<file path="config.mk">
export PLATFORM = sky130hd
export DESIGN_NAME = xyzrgb_matrix
export DESIGN_NICKNAME = d
export VERILOG_FILES = /design/src/xyzrgb_pkg.sv /design/src/xyzrgb_matrix.sv
export SDC_FILE = /design/constraint.sdc
export NUM_CORES = 2
export LEC_CHECK = 0
export BUFFER_PORTS_ARGS = -buffer_cell sky130_fd_sc_hd__buf_2
export CORE_MARGIN = 4
export CORE_UTILIZATION = 39
export DETAILED_ROUTE_END_ITERATION = 10
export GPL_ROUTABILITY_DRIVEN = 0
export PLACE_DENSITY = 0.59
export SLEW_MARGIN = 20
export SYNTH_ARGS = -nofsm -noshare
export SYNTH_HDL_FRONTEND = slang
export SYNTH_SLANG_ARGS = --single-unit
export TNS_END_PERCENT = 5
</file>
<file path="constraint.sdc">
create_clock -name clk_i -period 5.6 [get_ports clk_i]
set_input_delay 0.28 -clock clk_i [delete_from_list [all_inputs] [get_ports clk_i]]
set_output_delay 0.28 -clock clk_i [all_outputs]
set_load 0.1 [all_outputs]
</file>
<file path="src/xyzrgb_pkg.sv">
// shared types, constants and helpers for the xyz to rgb pixel converter
package xyzrgb_pkg;

  localparam int SAMPLE_W      = 12;
  localparam int OUT_W         = 8;
  localparam int ACT_W         = 2;
  localparam int NUM_CH        = 3;
  localparam int TABLE_ENTRIES = 4096;
  localparam int TBL_AW        = $clog2(TABLE_ENTRIES);

  // matrix arithmetic widths
  localparam int COEF_W    = 15;
  localparam int LIN_W     = SAMPLE_W + 1;
  localparam int PROD_W    = COEF_W + LIN_W;
  localparam int SUM_W     = PROD_W + 2;
  localparam int FRAC_BITS = 12;

  typedef enum logic [ACT_W-1:0] {
    ACT_CONVERT   = 2'd0,
    ACT_IN_GAMMA  = 2'd1,
    ACT_OUT_GAMMA = 2'd2
  } action_e;

  typedef logic signed [COEF_W-1:0] coef_t;
  typedef logic [NUM_CH-1:0][SAMPLE_W-1:0] chan_vec_t;

  // xyz to srgb coefficients scaled by 4095, rows are r, g, b
  localparam coef_t COEF [NUM_CH][NUM_CH] = '{
    '{ 15'sd13270, -15'sd6295, -15'sd2041},
    '{-15'sd3969,   15'sd7682,  15'sd170 },
    '{ 15'sd228,   -15'sd835,   15'sd4329}
  };

  typedef struct packed {
    logic ld_prod;
    logic ld_sum;
  } mtx_ctl_t;

  function automatic logic in_table(input logic [SAMPLE_W-1:0] idx);
    return (32'(idx) < 32'(TABLE_ENTRIES));
  endfunction

endpackage

</file>
<file path="src/xyzrgb_matrix.sv">
// 3x3 color matrix: registered products, registered sums, shift and clamp
module xyzrgb_matrix (
  input  logic                 clk_i,
  input  xyzrgb_pkg::mtx_ctl_t ctl_i,
  input  xyzrgb_pkg::chan_vec_t lin_i,
  output xyzrgb_pkg::chan_vec_t chan_o
);

  logic signed [xyzrgb_pkg::PROD_W-1:0] prod_d [xyzrgb_pkg::NUM_CH][xyzrgb_pkg::NUM_CH];
  logic signed [xyzrgb_pkg::PROD_W-1:0] prod_q [xyzrgb_pkg::NUM_CH][xyzrgb_pkg::NUM_CH];
  logic signed [xyzrgb_pkg::SUM_W-1:0]  sum_d  [xyzrgb_pkg::NUM_CH];
  logic signed [xyzrgb_pkg::SUM_W-1:0]  sum_q  [xyzrgb_pkg::NUM_CH];

  always_comb begin
    for (int r = 0; r < xyzrgb_pkg::NUM_CH; r++) begin
      for (int k = 0; k < xyzrgb_pkg::NUM_CH; k++) begin
        prod_d[r][k] = xyzrgb_pkg::PROD_W'(xyzrgb_pkg::COEF[r][k]) *
                       xyzrgb_pkg::PROD_W'($signed({1'b0, lin_i[k]}));
      end
    end
  end

  always_comb begin
    for (int r = 0; r < xyzrgb_pkg::NUM_CH; r++) begin
      sum_d[r] = xyzrgb_pkg::SUM_W'(prod_q[r][0]) + xyzrgb_pkg::SUM_W'(prod_q[r][1]) +
                 xyzrgb_pkg::SUM_W'(prod_q[r][2]);
    end
  end

  always_ff @(posedge clk_i) begin
    if (ctl_i.ld_prod) begin
      prod_q <= prod_d;
    end
    if (ctl_i.ld_sum) begin
      sum_q <= sum_d;
    end
  end

  // floor shift then clamp: negative gives zero, any bit above the channel saturates
  always_comb begin
    for (int r = 0; r < xyzrgb_pkg::NUM_CH; r++) begin
      if (sum_q[r][xyzrgb_pkg::SUM_W-1]) begin
        chan_o[r] = '0;
      end else if (|sum_q[r][xyzrgb_pkg::SUM_W-2:xyzrgb_pkg::FRAC_BITS+xyzrgb_pkg::SAMPLE_W]) begin
        chan_o[r] = '1;
      end else begin
        chan_o[r] = sum_q[r][xyzrgb_pkg::FRAC_BITS+xyzrgb_pkg::SAMPLE_W-1:xyzrgb_pkg::FRAC_BITS];
      end
    end
  end

endmodule

</file>
==> results.yml <==
global_routing:
  top_usage_layer: "met2"
  grt_util_all_layers_pct: 17.5
  grtUsageMet3_pct: 1.80
  initial_antenna_violation_count: 1
  maximum_number_of_pins_on_one_net_before_global_route_repair: 116
  globalRoute.totalOverflow: 0
  grt.met2_usage_pct: 29.5
  vias_in_the_first_global_route: 20900
  grt_pass1_wl_mm: 117
  use_met1_pct: 24.8
timing:
  timing.slew.headroom_pct: 32.1
  rsz0062_at_grt: "false"
  endpoints_failing_setup: 0
  maxSlewViolCount: 0
  fmaxAchievable_ghz: 0.201
  final_min_period_over_clock_period_pct: 88.8
  final_critical_path_setup_slack_ns: 0.627
  fin_hold_ws_ns: 0.105
  period_minus_slack_ns: 4.97
  final-hold-violation-count: 0
  totalNegativeSetupSlack_ns: 0
  tightest_slew_ns: 1.02
  clock_skew_ns: 0.0513
yosys:
  commonest_cells_post_synth: "sky130_fd_sc_hd__ha_1 (634), sky130_fd_sc_hd__inv_1 (627), sky130_fd_sc_hd__fa_1 (383)"
  synth.top_cell.area_share_pct: 24.9
  syn-cell-area_sq_um: 31900
  yosys_warnings: 0
  netlist-cell-type-count: 64
  synth.avg_cell_area_sq_um: 10.9
  synthFlopType: "sky130_fd_sc_hd__edfxtp_1"
  synth_fp_nets: 3972
  most_frequently_used_cell_type_in_the_post_synthesis_netlist: "sky130_fd_sc_hd__ha_1"
  synth_edf_count: 250
  postSynth.asyncResetShare_pct: 0
  synth-seq-cells: 250
  netlist.top_cell.by_area: "sky130_fd_sc_hd__ha_1"
  synth_area_leaders: "sky130_fd_sc_hd__ha_1 (25%), sky130_fd_sc_hd__fa_1 (24%), sky130_fd_sc_hd__edfxtp_1 (24%), sky130_fd_sc_hd__inv_1 (7.4%), sky130_fd_sc_hd__xnor2_1 (4.2%)"
  ys_seq_area_share_pct: 23.5
  syn_inst_count: 2916
drt:
  routed_wl_mm: 73.9
  detail_route.iter0.violations: 1072
  vias_per_cell: 4.87
  vias: 20300
  drt_drc: 0
  final_antenna_net_count: 0
  detail_routed_net_length_per_standard_cell_microns: 17.7
  dr.pass1.iters: 7
hold_path:
  hold_class: "input pin to register"
worst_setup_path:
  worst-r2r-setup-slack_ns: 1.93
  critical_path.startpoint_type: "input pin"
  worstPathMaxFanout: 10
  timing.critical_path.arrival_ns: 5.30
  critical_path_class: "input pin to register"
  critPathRequiredTime_ns: 5.93
  critical_path.endpoint_type: "register"
floorplan:
  fp.dieArea_sq_um: 86400
  floorplan.core_area_sq_um: 80800
  row_count: 104
  floorplan.initialDensity_pct: 39.5
  io_pins: 75
  die-height_microns: 294
  die_w_microns: 294
clock_network:
  tritoncts.num_buffers: 30
  numClockSinks: 250
  cts_hold_buffers: 0
  clockBufferDepth: 3
  post-cts-setup-buffer-count: 0
  worst_skew_late_latency_ns: 0.60
  ctsResizeCount: 0
  clk_pin_slew_worst_paths_ns: 0.06
  clock_tree_root_driver_cell: "sky130_fd_sc_hd__clkbuf_16"
  ctsHtreeMaxLevel: 1
  tritoncts: "done"
placed_design:
  detailed_place_hpwl_mm: 63.7
  port_buffer_count: 74
  placement.setup.worst_slack_ns: 0.0763
  numPlacedInstances: 4118
final_layout:
  area_growth_syn_to_layout_pct: 10.1
  insertedDiodeCount: 0
  final_nets: 4146
  fin_cells: 4171
  filler_cell_count: 7704
  post_route_cells_drive_above_1_share_pct: 7.17
flow_run:
  timing.max_cap.violations: 0
outcome:
  result_of_the_run: "finished clean"
placed cells by master (no fill, tap or decap), types with 19 or more instances in the layout:
cell                          n
sky130_fd_sc_hd__nand2_1     52
sky130_fd_sc_hd__inv_1      627
sky130_fd_sc_hd__clkbuf_16   30
sky130_fd_sc_hd__xor2_1      53
sky130_fd_sc_hd__nor3_1      35
sky130_fd_sc_hd__a21o_1      54
sky130_fd_sc_hd__nand2b_1    19
sky130_fd_sc_hd__nand3_1     42
sky130_fd_sc_hd__buf_2       73
sky130_fd_sc_hd__a21oi_1    134
sky130_fd_sc_hd__fa_1       383
sky130_fd_sc_hd__o21a_1      28
sky130_fd_sc_hd__o21ai_0     55
sky130_fd_sc_hd__edfxtp_1   250
sky130_fd_sc_hd__buf_4       75
sky130_fd_sc_hd__o21bai_1    29
sky130_fd_sc_hd__ha_1       634
sky130_fd_sc_hd__nor2_1     166
sky130_fd_sc_hd__nor2b_1     21
sky130_fd_sc_hd__xnor2_1    153
worst max-delay path, cell delays in order:
cell and delay [ns]:
sky130_fd_sc_hd__buf_2 0.31, sky130_fd_sc_hd__inv_1 0.23, sky130_fd_sc_hd__fa_1 0.54, sky130_fd_sc_hd__inv_1 0.11, sky130_fd_sc_hd__ha_1 0.35, sky130_fd_sc_hd__fa_1 0.53
sky130_fd_sc_hd__fa_1 0.55, sky130_fd_sc_hd__inv_1 0.06, sky130_fd_sc_hd__fa_1 0.53, sky130_fd_sc_hd__inv_1 0.04, sky130_fd_sc_hd__ha_1 0.32, sky130_fd_sc_hd__nand3_1 0.09
sky130_fd_sc_hd__o311a_1 0.33, sky130_fd_sc_hd__a21oi_1 0.21, sky130_fd_sc_hd__nand2_1 0.10, sky130_fd_sc_hd__o21ai_0 0.35, sky130_fd_sc_hd__mux2i_1 0.26, sky130_fd_sc_hd__nand4_1 0.09
sequential cells by signal (all words and copies together) (netlist names):
register	cells
prod_q	202
sum_q	48
cell type report:
cell class	instances	area, sq um	share of cell area (%)
Clock inverter	19	223	0.634
Clock buffer	34	766	2.18
Timing Repair Buffer	149	942	2.68
Multi-Input combinational cell	2032	22000	62.7
Tap cell	1060	1330	3.78
Inverter	627	2350	6.70
Sequential cell	250	7510	21.4
stage by stage:
stage                     utilization, %  cell area (sq um)
after global placement              42.2              34100
after CTS                           43.5              35100
after global routing                43.5              35100
after detailed placement            42.2              34100
final                               43.5              35100
after floorplan                        -              31900
metal layers:
| metal | vias to the layer above | wire length, microns |
|---|---|---|
| li1 | 10100 | - |
| met1 | 9838 | 34400 |
| met2 | 341 | 35100 |
| met3 | 74 | 3040 |
| met4 | 0 | 1440 |
| met5 | - | 0 |
final timing paths:
kind | endpoint | start | cells past startpoint
max | prod_q[222] | lin_i[20] | 18
min | prod_q[59] | lin_i[1] | 1
max reg2reg | sum_q[25] | prod_q[9] | 11
min reg2reg | sum_q[56] | prod_q[165] | 1
kinds of logic after synthesis:
group | Yosys count | synth area share, %
multiplexers | 2 | 0.0667
AND/OR/NAND/NOR | 408 | 6.12
buffers and inverters | 634 | 7.46
AO/OA/AOI/OAI | 399 | 8.26
adder cells (fa/ha/maj) | 1017 | 48.9
flip-flops | 250 | 23.5
XOR/XNOR | 206 | 5.66
Power is left out: the tool's default activity adds up to more than one toggle a clock period on the data nets, which glitch-free logic cannot reach.
